--- config.mk ---
export PLATFORM = sky130hd
export DESIGN_NAME = floppy35_drive_control_query_flat
export DESIGN_NICKNAME = d
export VERILOG_FILES = /design/src/design/fdcq_pkg.sv /design/src/design/fdcq_in_if.sv /design/src/design/fdcq_out_if.sv /design/src/design/fdcq_exec.sv /design/src/design/floppy35_drive_control_query.sv /design/src/flat_wrapper.sv
export VERILOG_INCLUDE_DIRS = /design/src /design/src/design
export SDC_FILE = /design/constraint.sdc
export NUM_CORES = 1
export LEC_CHECK = 0
export BUFFER_PORTS_ARGS = -buffer_cell sky130_fd_sc_hd__buf_2
export CORE_AREA = 2 2 60 119
export CTS_CLUSTER_DIAMETER = 80
export DETAILED_ROUTE_END_ITERATION = 16
export DIE_AREA = 0 0 62 121
export GPL_ROUTABILITY_DRIVEN = 0
export REMOVE_ABC_BUFFERS = 1
export SYNTH_ARGS = -nofsm -noshare
export SYNTH_HDL_FRONTEND = slang
export SYNTH_HIERARCHICAL = 1
export SYNTH_SLANG_ARGS = --single-unit
--- constraint.sdc ---
create_clock -name clk_i -period 4.9 [get_ports clk_i]
set_input_delay 0.98 -clock clk_i [delete_from_list [all_inputs] [get_ports clk_i]]
set_output_delay 0.98 -clock clk_i [all_outputs]
set_load 0.01 [all_outputs]
--- src/design/floppy35_drive_control_query_defines.svh ---
// Assertion macros shared by the drive control query design.
`ifndef FLOPPY35_DRIVE_CONTROL_QUERY_DEFINES_SVH
`define FLOPPY35_DRIVE_CONTROL_QUERY_DEFINES_SVH

`ifndef SYNTHESIS

// Check a property on the rising clock, quiet while reset is asserted.
`define FDCQ_ASSERT(name, prop, msg) \
  name: assert property (@(posedge clk_i) disable iff (!rst_ni) (prop)) \
    else $error(msg);

// Check that an antecedent implies a consequent on the following clock.
`define FDCQ_ASSERT_NEXT(name, ante, cons, msg) \
  name: assert property (@(posedge clk_i) disable iff (!rst_ni) (ante) |=> (cons)) \
    else $error(msg);

`else

`define FDCQ_ASSERT(name, prop, msg)
`define FDCQ_ASSERT_NEXT(name, ante, cons, msg)

`endif

`endif

--- src/design/fdcq_pkg.sv ---
// Package: state, configuration types and command codes of the drive control query.
`default_nettype none

package fdcq_pkg;

  // Architectural drive state
  typedef struct packed {
    logic       strobe_seen;
    logic       step_inward;
    logic       ejected;
    logic       ejecting;
    logic       upper_head;
    logic       spindle_on;
    logic [7:0] head_track;
    logic       sense_level;
  } state_t;

  // Configuration registers
  typedef struct packed {
    logic disk_present;
    logic write_protected;
    logic double_sided;
  } cfg_t;

  // Configuration register indexes
  localparam int unsigned CfgIdxW = 2;
  localparam logic [CfgIdxW-1:0] CfgDiskPresent    = 2'd0;
  localparam logic [CfgIdxW-1:0] CfgWriteProtected = 2'd1;
  localparam logic [CfgIdxW-1:0] CfgDoubleSided    = 2'd2;

  // Control codes (executed on the first low strobe sample)
  localparam logic [3:0] CtlDirInward  = 4'h0;
  localparam logic [3:0] CtlDirOutward = 4'h1;
  localparam logic [3:0] CtlClearEject = 4'h3;
  localparam logic [3:0] CtlStep       = 4'h4;
  localparam logic [3:0] CtlMotorOn    = 4'h8;
  localparam logic [3:0] CtlMotorOff   = 4'h9;
  localparam logic [3:0] CtlEject      = 4'hD;

  // Status query codes
  localparam logic [3:0] QryNotInward   = 4'h0;
  localparam logic [3:0] QryLowerHead   = 4'h1;
  localparam logic [3:0] QryNoDisk      = 4'h2;
  localparam logic [3:0] QryUpperHead   = 4'h3;
  localparam logic [3:0] QryStepReady   = 4'h4;
  localparam logic [3:0] QryWriteEnable = 4'h6;
  localparam logic [3:0] QryMotorOff    = 4'h8;
  localparam logic [3:0] QrySides       = 4'h9;
  localparam logic [3:0] QryNotTrack0   = 4'hA;
  localparam logic [3:0] QryReadReady   = 4'hB;
  localparam logic [3:0] QryEjected     = 4'hC;
  localparam logic [3:0] QryInstalled   = 4'hF;

  // Tracks moved by one step command
  localparam logic [7:0] StepSize = 8'd2;

endpackage

`default_nettype wire

--- src/design/fdcq_in_if.sv ---
// Interface: input sample channel (select lines, strobe, ready level).
`default_nettype none

interface fdcq_in_if;
  logic       valid;
  logic       ready;
  logic [3:0] command;
  logic       strobe_req;
  logic       head_ready;

  modport source (output valid, command, strobe_req, head_ready, input ready);
  modport sink   (input valid, command, strobe_req, head_ready, output ready);
endinterface

`default_nettype wire

--- src/design/fdcq_out_if.sv ---
// Interface: result channel (sense level and drive status).
`default_nettype none

interface fdcq_out_if;
  logic       valid;
  logic       ready;
  logic       sense;
  logic [7:0] track;
  logic       motor_running;
  logic       upper_selected;
  logic       disk_switched;
  logic       eject_pending;
  logic       inward_dir;

  modport source (output valid, sense, track, motor_running, upper_selected,
                  disk_switched, eject_pending, inward_dir, input ready);
  modport sink   (input valid, sense, track, motor_running, upper_selected,
                  disk_switched, eject_pending, inward_dir, output ready);
endinterface

`default_nettype wire

--- src/design/fdcq_exec.sv ---
// Next-state logic: strobe tracking, control command execution, status queries.
`default_nettype none

module fdcq_exec import fdcq_pkg::*; #(
  parameter int unsigned TrackCount = 160
) (
  input  state_t     state_i,
  input  cfg_t       cfg_i,
  input  logic [3:0] command_i,
  input  logic       strobe_i,
  input  logic       ready_i,
  output state_t     state_o
);

  // Highest track from which an inward step is still allowed (exclusive)
  localparam logic [7:0] StepInLimit = 8'(TrackCount - 2);

  always_comb begin
    state_o = state_i;
    if (strobe_i) begin
      // Remember the strobe; execute on the first low sample
      state_o.strobe_seen = 1'b1;
    end else if (state_i.strobe_seen) begin
      state_o.strobe_seen = 1'b0;
      unique case (command_i)
        CtlDirInward:  state_o.step_inward = 1'b1;
        CtlDirOutward: state_o.step_inward = 1'b0;
        CtlClearEject: state_o.ejected     = 1'b0;
        CtlStep: begin
          // A pending eject completes instead of moving the head
          if (state_i.ejecting) begin
            state_o.ejecting = 1'b0;
            state_o.ejected  = 1'b1;
          end else if (state_i.step_inward) begin
            if (state_i.head_track < StepInLimit) begin
              state_o.head_track = state_i.head_track + StepSize;
            end
          end else if (state_i.head_track >= StepSize) begin
            state_o.head_track = state_i.head_track - StepSize;
          end
        end
        CtlMotorOn:  state_o.spindle_on = 1'b1;
        CtlMotorOff: state_o.spindle_on = 1'b0;
        CtlEject: begin
          if (!state_i.ejecting) begin
            state_o.spindle_on = 1'b0;
            state_o.ejecting   = 1'b1;
          end
        end
        default: ;
      endcase
    end else begin
      // Status query; head selects move the track by one
      unique case (command_i)
        QryNotInward:   state_o.sense_level = ~state_i.step_inward;
        QryNoDisk:      state_o.sense_level = ~cfg_i.disk_present;
        QryStepReady:   state_o.sense_level = ready_i;
        QryWriteEnable: state_o.sense_level = cfg_i.disk_present & ~cfg_i.write_protected;
        QryMotorOff:    state_o.sense_level = ~state_i.spindle_on;
        QryNotTrack0:   state_o.sense_level = (state_i.head_track != 8'd0);
        QryEjected:     state_o.sense_level = state_i.ejected;
        QrySides:       state_o.sense_level = cfg_i.double_sided;
        QryReadReady:   state_o.sense_level = ready_i;
        QryInstalled:   state_o.sense_level = 1'b0;
        QryLowerHead: begin
          if (state_i.upper_head) begin
            state_o.head_track = state_i.head_track - 8'd1;
            state_o.upper_head = 1'b0;
          end
        end
        QryUpperHead: begin
          if (!state_i.upper_head) begin
            state_o.head_track = state_i.head_track + 8'd1;
            state_o.upper_head = 1'b1;
          end
        end
        default: ;
      endcase
    end
  end

endmodule

`default_nettype wire

--- src/design/floppy35_drive_control_query.sv ---
// Top level: drive control query with input register, state and result register.
//
//  channel   dir  handshake     words
//  sample_i  in   valid/ready   command[3:0], strobe_req, head_ready
//  result_o  out  valid/ready   sense, track[7:0], status flags
//  cfg       in   cfg_we_i      cfg_idx_i[1:0], cfg_wdata_i[0]
//
// One word per cycle while the result is not stalled; an accepted word passes
// the input register, then next-state logic into the result register.
// Reset clears the drive state, configuration and both valid flags.
// A stalled result holds; the input register keeps accepting as long as the
// result register is empty or being drained in the same cycle.
`default_nettype none

`include "floppy35_drive_control_query_defines.svh"

module floppy35_drive_control_query import fdcq_pkg::*; #(
  parameter int unsigned TrackCount = 160
) (
  input  logic                clk_i,
  input  logic                rst_ni,
  fdcq_in_if.sink             sample_i,
  fdcq_out_if.source          result_o,
  input  logic                cfg_we_i,
  input  logic [CfgIdxW-1:0]  cfg_idx_i,
  input  logic [0:0]          cfg_wdata_i
);

  cfg_t       cfg_q;
  state_t     state_q, state_d;
  logic       s1_valid_q;
  logic [3:0] s1_command_q;
  logic       s1_strobe_q;
  logic       s1_ready_q;
  logic       out_valid_q;
  state_t     out_q;
  logic       out_free;
  logic       s1_adv;

  // Handshake between the stages
  assign out_free       = !out_valid_q || result_o.ready;
  assign s1_adv         = s1_valid_q && out_free;
  assign sample_i.ready = !s1_valid_q || out_free;

  // Write configuration registers
  always_ff @(posedge clk_i or negedge rst_ni) begin
    if (!rst_ni) begin
      cfg_q <= '0;
    end else if (cfg_we_i) begin
      unique case (cfg_idx_i)
        CfgDiskPresent:    cfg_q.disk_present    <= cfg_wdata_i[0];
        CfgWriteProtected: cfg_q.write_protected <= cfg_wdata_i[0];
        CfgDoubleSided:    cfg_q.double_sided    <= cfg_wdata_i[0];
        default: ;
      endcase
    end
  end

  // Capture the input word
  always_ff @(posedge clk_i or negedge rst_ni) begin
    if (!rst_ni) begin
      s1_valid_q <= 1'b0;
    end else if (sample_i.ready) begin
      s1_valid_q <= sample_i.valid;
    end
  end

  always_ff @(posedge clk_i) begin
    if (sample_i.ready && sample_i.valid) begin
      s1_command_q <= sample_i.command;
      s1_strobe_q  <= sample_i.strobe_req;
      s1_ready_q   <= sample_i.head_ready;
    end
  end

  fdcq_exec #(
    .TrackCount (TrackCount)
  ) u_exec (
    .state_i   (state_q),
    .cfg_i     (cfg_q),
    .command_i (s1_command_q),
    .strobe_i  (s1_strobe_q),
    .ready_i   (s1_ready_q),
    .state_o   (state_d)
  );

  // Advance drive state and result valid
  always_ff @(posedge clk_i or negedge rst_ni) begin
    if (!rst_ni) begin
      state_q     <= '0;
      out_valid_q <= 1'b0;
    end else begin
      if (s1_adv) begin
        state_q <= state_d;
      end
      if (out_free) begin
        out_valid_q <= s1_valid_q;
      end
    end
  end

  // Hold the result word
  always_ff @(posedge clk_i) begin
    if (s1_adv) begin
      out_q <= state_d;
    end
  end

  assign result_o.valid          = out_valid_q;
  assign result_o.sense          = out_q.sense_level;
  assign result_o.track          = out_q.head_track;
  assign result_o.motor_running  = out_q.spindle_on;
  assign result_o.upper_selected = out_q.upper_head;
  assign result_o.disk_switched  = out_q.ejected;
  assign result_o.eject_pending  = out_q.ejecting;
  assign result_o.inward_dir     = out_q.step_inward;

  // Track parity always follows the selected head
  `FDCQ_ASSERT(a_track_parity, state_q.head_track[0] == state_q.upper_head, "track parity and head disagree")
  // Starting an eject stops the motor
  `FDCQ_ASSERT(a_eject_stops_motor, !($rose(state_q.ejecting) && state_q.spindle_on), "motor on at eject start")
  // A strobe-high word only marks the strobe and leaves the sense level alone
  `FDCQ_ASSERT_NEXT(a_strobe_hold, s1_adv && s1_strobe_q, state_q.strobe_seen && $stable(state_q.sense_level), "strobe word changed sense")

endmodule

`default_nettype wire
--- src/flat_wrapper.sv ---
// flat-port wrapper written by rule: the top's interface ports become plain ports
module floppy35_drive_control_query_flat import fdcq_pkg::*;
#(
  parameter int unsigned TrackCount = 160
)
  (clk_i, rst_ni, cfg_we_i, cfg_idx_i, cfg_wdata_i, sample_i_valid, sample_i_command, sample_i_strobe_req, sample_i_head_ready, sample_i_ready, result_o_valid, result_o_sense, result_o_track, result_o_motor_running, result_o_upper_selected, result_o_disk_switched, result_o_eject_pending, result_o_inward_dir, result_o_ready);
  fdcq_in_if sample_i_i ();
  fdcq_out_if result_o_i ();
  input  logic clk_i;
  input  logic rst_ni;
  input  logic cfg_we_i;
  input  logic [CfgIdxW-1:0] cfg_idx_i;
  input  logic [0:0] cfg_wdata_i;
  input wire logic [$bits(sample_i_i.valid)-1:0] sample_i_valid;
  input wire logic [$bits(sample_i_i.command)-1:0] sample_i_command;
  input wire logic [$bits(sample_i_i.strobe_req)-1:0] sample_i_strobe_req;
  input wire logic [$bits(sample_i_i.head_ready)-1:0] sample_i_head_ready;
  output wire logic [$bits(sample_i_i.ready)-1:0] sample_i_ready;
  output wire logic [$bits(result_o_i.valid)-1:0] result_o_valid;
  output wire logic [$bits(result_o_i.sense)-1:0] result_o_sense;
  output wire logic [$bits(result_o_i.track)-1:0] result_o_track;
  output wire logic [$bits(result_o_i.motor_running)-1:0] result_o_motor_running;
  output wire logic [$bits(result_o_i.upper_selected)-1:0] result_o_upper_selected;
  output wire logic [$bits(result_o_i.disk_switched)-1:0] result_o_disk_switched;
  output wire logic [$bits(result_o_i.eject_pending)-1:0] result_o_eject_pending;
  output wire logic [$bits(result_o_i.inward_dir)-1:0] result_o_inward_dir;
  input wire logic [$bits(result_o_i.ready)-1:0] result_o_ready;
  assign sample_i_i.valid = sample_i_valid;
  assign sample_i_i.command = sample_i_command;
  assign sample_i_i.strobe_req = sample_i_strobe_req;
  assign sample_i_i.head_ready = sample_i_head_ready;
  assign sample_i_ready = sample_i_i.ready;
  assign result_o_valid = result_o_i.valid;
  assign result_o_sense = result_o_i.sense;
  assign result_o_track = result_o_i.track;
  assign result_o_motor_running = result_o_i.motor_running;
  assign result_o_upper_selected = result_o_i.upper_selected;
  assign result_o_disk_switched = result_o_i.disk_switched;
  assign result_o_eject_pending = result_o_i.eject_pending;
  assign result_o_inward_dir = result_o_i.inward_dir;
  assign result_o_i.ready = result_o_ready;
  floppy35_drive_control_query #(.TrackCount(TrackCount)) u_core (.clk_i(clk_i), .rst_ni(rst_ni), .sample_i(sample_i_i), .result_o(result_o_i), .cfg_we_i(cfg_we_i), .cfg_idx_i(cfg_idx_i), .cfg_wdata_i(cfg_wdata_i));
endmodule
---- After elaboration in Yosys (flattened, before gate mapping) ----
Cells that the tools add are included.
cells by class
  $add $sub $neg .......................... 4
  $lt $le $gt $ge ......................... 2
  equality and inequality tests ........... 14
  multiplexer cells ....................... 23
  bitwise gates (word level) .............. 5
  reduce and logical (&&, ||, !) cells .... 13
operator list
  kind                 count
  $mux 8               8
  $eq 4x4->1 const B   7
  $pmux 8 s2           1
  $mux 14              1
  $pmux 1 s9           1
  $add 8x1->8 const B  1
  $add 8x2->8 const B  1
  $eq 4x2->1 const B   2
  $eq 4x3->1 const B   2
  $ge 8x2->1 const B   1
  $lt 8x8->1 const B   1
  $pmux 1 s2           4
  $reduce_bool 8->1    1
  $sub 8x1->8 const B  1
  $sub 8x2->8 const B  1
  $reduce_and 2->1     3
  $mux 1               5
  $eq 4x1->1 const B   1
  $logic_not 4->1      1
  $not 1->1            4
  $mux 3               1
  $pmux 1 s3           1
  $eq 2x1->1 const B   1
  $eq 2x2->1 const B   1
  other kinds (7)      10
word-level totals
  register bits ........................... 40
  output and inout bits ................... 16

---- Longest topological paths before layout ----
Gate-level depths: netlist (run 1).
  depth in word-level cells ............... 7
  mapped depth ............................ 10

---- By module ----
Netlist (run 1), hierarchy kept.
by module, submodules not included
  module                        instances  cells an instance  area an instance (um2)  sequential area each (um2)
  floppy35_drive_control_query  1          69                 1,436.4                 1,101.1
  fdcq_exec                     1          169                1,142.3                 0.0

---- Worst setup path before layout (run 1) ----
Ideal clock, no wire load.
  kind .................................... register -> register
  from .................................... reg u_core/state_q[2] in the netlist's numbering
  to ...................................... reg u_core/state_q[6] in the netlist's numbering
  setup time .............................. 125 ps
  arrival time ............................ 2,137 ps
  required time ........................... 4,775 ps
  slack ................................... 2,638 ps
  stages on the path, launching flop included .. 9
  period minus slack after synthesis ...... 2,262 ps
  cells stage by stage .................... dfrtp_1 inv_1 ha_1 or3b_1 a31oi_1 nor3b_1 o41ai_1 o211ai_1 mux2_4
RTL lines
  item                    line                                source
  from (decl)             floppy35_drive_control_query.sv:30  state_t state_q, state_d;
  from (signal assigned)  floppy35_drive_control_query.sv:94  state_q <= state_d;

==> metrics, run 1 <==
outcome finished, final reports clean; vias in the first global route ~2000; max cap viols 0; CTS buffer count 5; Logic pwr share a little under a third; I/O Buffers 29; leakage 1.10 nW; Yosys top cell by area edfxtp_1; first-pass GRT wire length around 9500 microns; H-tree depth 2; root buf cell clkbuf_16; DRT iter0 DRCs slightly below 60; Hold Path Class reg -> reg; Final Skew roughly 0.0092 ns; die area around 7500 sq um; hold_buf cts 0; Post-Syn Area about 2600 sq um; register area share after synthesis roughly 43%; worst-case clock buffer depth 2; CTS sink count 40; core area around 6600 sq um; Setup TNS Final 0 ns; Net Sw Frac 35.8%; crit start category flip-flop; total wire length 6000 microns; hold path startpoint u_core/cfg_q[1]; grt ovf 0; die width around 62 microns; DRT Pass-1 Iters 4; cell area power density around 450 nW/um^2; DR WL/cell about 17 microns; share of total power in the clock network 24.0%; final setup fails 0; FP Rows 42; GRT Total Usage between 10% and 20%; Psw 0.000464 W; reg2reg start u_core/state_q[2]; layout cell share with drive strength beyond 1 25.7%; Fin. Hold Viols 0; Synth top area share 23.3%; # DRC 0; yosys warns 6; Slew headroom a little under three fifths; Netlist cell types 64; Crit. End Element flip-flop; initial antenna violation count 0; Placed Cells 337; Resized Gates After CTS 0; worst vdd ir between 0.2 and 0.25 mV; Finished Layout Cells roughly 350; Synth Register Bits 40; top cells by area, synth edfxtp_1, dfrtp_1, mux2_4, mux2_2, ha_1; Mapped Cells about 240; initial core utilization around two fifths; critical path data arrival time about 2.9 ns; CP Max Fanout 12; min Tclk post-route about 2.7 ns; Setup Crit Path Kind reg -> reg; # diodes 0; synthesized area per cell between 10 and 15 sq um; RSZ-0062 raised after global routing no; Via density around 5.8; via count roughly 2000; Post-synth EDFFs 20; internal cell power ~0.00083 W; largest net degree at the start of global routing 21; CTS tree done; area delta synth->final 10.6%; Async S/R FF share, synth between 50% and 60%; Peak Freq approximately 0.37 GHz; CP required 5.07 ns; fillers 631; top_reg_cell synth edfxtp_1; Reg clk slew, reported paths about 0.06 ns; antenna-violating nets left 0; nets@finish between 200 and 300; DP Wirelength between 4000 and 5000 microns; Die H about 120 microns; clock latency at the later pin of the worst-skew pair between 0.2 and 0.3 ns; I/O Pins 30; Critical Path Start u_core/state_q[2]; Slew Viols, Final 0; Seq pwr share between 40% and 50%; Synth top cells by count dfrtp_1, edfxtp_1, nor2_1, mux2_2, o21ai_0; worst setup margin between 2 and 2.5 ns; worst-margin pin slew approximately 0.65 ns; post-placement setup slack between 2 and 2.5 ns; setup bufs post-CTS 0; Final period util a little under three fifths
[state kept, by name (all words and copies together), names as in the netlist]
| name | cells |
|---|---|
| u_core/cfg_q | 3 |
| u_core/state_q | 15 |
| u_core/s1_valid_q | 1 |
| u_core/result_o.eject_pending | 1 |
| u_core/result_o.upper_selected | 1 |
| u_core/s1_ready_q | 1 |
| u_core/result_o.valid | 1 |
| u_core/result_o.motor_running | 1 |
| u_core/s1_strobe_q | 1 |
| u_core/result_o.disk_switched | 1 |
| u_core/result_o.track | 8 |
| u_core/result_o.inward_dir | 1 |
| u_core/s1_command_q | 4 |
| u_core/result_o.sense | 1 |
[cells by family (layout without fill, tap and decap cells)]
logic type                 Yosys count  in the layout  share of synthesized area [%]
and+or+nand+nor                     87             87                           21.8
AOI/OAI and AO/OA                   50             50                           13.3
DFF                                 40             40                           42.7
buffers and inverters               26             45                           5.82
muxes                               22             22                           10.9
adders and majority gates            7              7                           3.40
xor gates and xnor gates             6              6                           2.04
[worst paths after layout]
kind | end | slack (ns) | depth (start not counted)
max | u_core/state_q[6] | 2.19 | 8
min | u_core/cfg_q[1] | 0.50 | 1
max reg2reg | u_core/state_q[6] | 2.19 | 8
min reg2reg | u_core/cfg_q[1] | 0.50 | 1
max in group asynchronous | u_core/state_q[0] | 3.90 | 1
min in group asynchronous | u_core/state_q[4] | 0.65 | 1
[metrics by stage]
step           hold slack [ns]  power [W]  area (sq um)  util [%]
2_1_floorplan            0.470   0.000843          2460         -
3_3_place_gp             0.490   0.000973          2710      41.3
3_5_place_dp             0.489   0.000980          2710      41.3
4_1_cts                  0.502    0.00130          2850      43.4
5_1_grt                  0.507    0.00137          2850      43.4
6_report                 0.498    0.00129          2850      43.4
[routing by layer]
metal	global-route usage [%]	part of all wire, %	vias to the layer above
met4	12.0	5.5	0
met2	29.2	54	64
met1	18.3	38	964
li1	-	-	943
met3	3.09	2.9	25
met5	0	0	-
[critical path, stage by stage (launching register included)]
cell,delay [ns]
dfrtp_1,0.53
inv_1,0.31
ha_1,0.27
or3b_1,0.41
a31oi_1,0.18
nor3b_1,0.08
o41ai_1,0.36
o211ai_1,0.16
mux2_4,0.29
[area by class of cell]
cell class              instances  area [sq um]  share of cell area, %
repair buffers                 29           145                   5.09
flip-flops and latches         40          1100                   38.6
inverters                       8          30.0                   1.05
clock inverters                 1          5.00                  0.176
well taps                      88           110                   3.86
clock buffers                   7           133                   4.65
multi-input cells             172          1330                   46.6
[cell usage in the layout (no fill, tap or decap), types with 8 or more instances in the layout]
cell type	netlist	final
mux2_4	9	9
mux2_2	12	12
edfxtp_1	20	20
o21ai_0	11	11
dfrtp_1	20	20
buf_2	4	29
nand4_1	10	10
inv_1	8	8
nor2_1	15	15
[power groups by stage]
stage / sequential [W] / clock [W] / combinational [W]
floorplan: 0.000547 / 0 / 0.000296
global placement: 0.000574 / 0 / 0.000399
detailed placement: 0.000575 / 0 / 0.000405
CTS: 0.000570 / 0.000318 / 0.000407
global route: 0.000586 / 0.000333 / 0.000449
finish: 0.000572 / 0.000311 / 0.000412
Power figures use the tool's default switching activity.
==> run 2: changes to the inputs <==
==> constraint.sdc (replaced) <==
create_clock -name clk_i -period 2.3 [get_ports clk_i]
set_input_delay 0.46 -clock clk_i [delete_from_list [all_inputs] [get_ports clk_i]]
set_output_delay 0.46 -clock clk_i [all_outputs]
set_load 0.01 [all_outputs]
==> run 2 against run 1 <==
  * Final cell count is 6.4% higher
  * Sequential cell count stayed put
  * Final area is 9.3% higher
  * Power is 140% higher
  * Setup slack worse by 2.1 ns
  * Combinational power grew to 2.9 times the previous value
  * Routed wire length is 6.6% higher
  * First-iteration DRC count is 24% higher
  * Sequential share of layout area is 3.2 points lower
==> metrics, run 2 (synthesis gave the netlist of run 1 again) <==
DP Wirelength approximately 4700 microns; DRT iter0 DRCs between 70 and 80; FP Rows 42; worst-case clock buffer depth 2; GRT Total Usage 18.4%; initial antenna violation count 0; max cap viols 0; Final Skew around 0.005 ns; CP required 2.47 ns; total wire length 6390 microns; Peak Freq 0.450 GHz; H-tree depth 2; Biggest register u_core/state_q; I/O Buffers 29; most frequent cells in the layout buf_2, buf_4, edfxtp_1; Slew headroom 64.6%; CP Max Fanout 11; nets@finish approximately 300; Slew Viols, Final 0; crit start category flip-flop; post-placement setup slack approximately 0.0085 ns; core area approximately 6600 sq um; layout cell share with drive strength beyond 1 between 30% and 40%; die area 7500 sq um; vias in the first global route around 2000; largest net degree at the start of global routing 21; CTS sink count 40; worst vdd ir 0.496 mV; Crit. End Element flip-flop; Setup Crit Path Kind reg -> reg; Largest register FFs 15; final setup fails 0; hold_ws 0.133 ns; antenna-violating nets left 0; Die H between 100 and 150 microns; DRT Pass-1 Iters 4; worst setup margin 0.0773 ns; clock latency at the later pin of the worst-skew pair 0.28 ns; leakage 1.24 nW; Final period util approximately 97%; Via density between 5 and 6; via count ~2100; CTS buffer count 5; Hold Path Class in -> async; hold_buf cts 0; die width approximately 62 microns; root buf cell clkbuf_16; min Tclk post-route roughly 2.2 ns; Reg clk slew, reported paths 0.06 ns; Fin. Hold Viols 0; utilization after layout a little under half; Placed Cells between 300 and 400; area delta synth->final 20.8%; CTS tree done; outcome finished, final reports clean; Finished Layout Cells between 300 and 400; first-pass GRT wire length around 9900 microns; # diodes 0; critical path data arrival time around 2.4 ns; # DRC 0; initial core utilization roughly two fifths; cell area power density 1000 nW/um^2; most common cell after layout, fill and taps aside buf_2; DR WL/cell ~17 microns; grt ovf 0; I/O Pins 30; worst-margin pin slew ~0.53 ns; setup bufs post-CTS 0
[run 2: cell types whose count changed in the layout (fill, tap and decap cells not counted), sizes merged]
cell	delta
bufinv	+1
buf	+22
clkinv	-1
[run 2: critical path, stage by stage, from the launching register on]
cell      delay (ns)
dfrtp_1         0.37
buf_4           0.18
ha_1            0.19
nand2b_1        0.15
nand4_1         0.15
or2_4           0.31
a31o_1          0.19
a221o_1         0.31
mux2_2          0.26
[run 2: final timing paths]
| check | start | endpoint | slack, ns | cells past startpoint |
|---|---|---|---|---|
| setup reg to reg | u_core/state_q[2] | u_core/state_q[2] | 0.08 | 8 |
| hold / removal | rst_ni | u_core/state_q[1] | 0.13 | 1 |
| max in group asynchronous | rst_ni | u_core/state_q[5] | 1.80 | 1 |
| hold reg to reg | u_core/cfg_q[1] | u_core/cfg_q[1] | 0.49 | 1 |
| min in group clk_i | sample_i_command[3] | u_core/s1_command_q[3] | 0.35 | 1 |
| setup / recovery | u_core/state_q[2] | u_core/state_q[2] | 0.08 | 8 |
[run 2: repair_timing]
action | 4_1_cts | 5_1_grt
resized for setup | 0 | 10
pin swaps | 1 | 3
endpoints found under the setup margin | 1 | 3
[run 2: metrics by stage]
| stage | setup TNS [ns] | total power [W] | area [sq um] |
|---|---|---|---|
| 2_1_floorplan | 0 | 0.00180 | 2460 |
| 3_3_place_gp | 0 | 0.00220 | 2890 |
| 3_5_place_dp | 0 | 0.00222 | 2890 |
| 4_1_cts | 0 | 0.00307 | 3070 |
| 5_1_grt | -0.0107 | 0.00330 | 3120 |
| 6_report | 0 | 0.00313 | 3120 |
[run 2: power by group]
part           switching (W)  leakage, nW  internal, W
clock network       0.000271       0.0901     0.000571
logic               0.000614        0.725     0.000574
registers           0.000167        0.422     0.000934
total                0.00105         1.24      0.00208
[run 2: cell type report]
class	count	area [sq um]
inverter	8	30.0
clock inverter	1	30.0
timing repair buffer	51	323
sequential	40	1100
clock buffer	7	153
fill	625	3450
tap	88	110
multi-input combinational	172	1370
[run 2: metal layers]
| metal | vias up | GRT usage [%] | part of all wire (%) |
|---|---|---|---|
| met5 | - | 0 | 0 |
| met4 | 0 | 12.4 | 4.0 |
| met3 | 17 | 2.67 | 3.5 |
| met2 | 69 | 31.4 | 56 |
| met1 | 1007 | 19.4 | 37 |
| li1 | 987 | - | - |
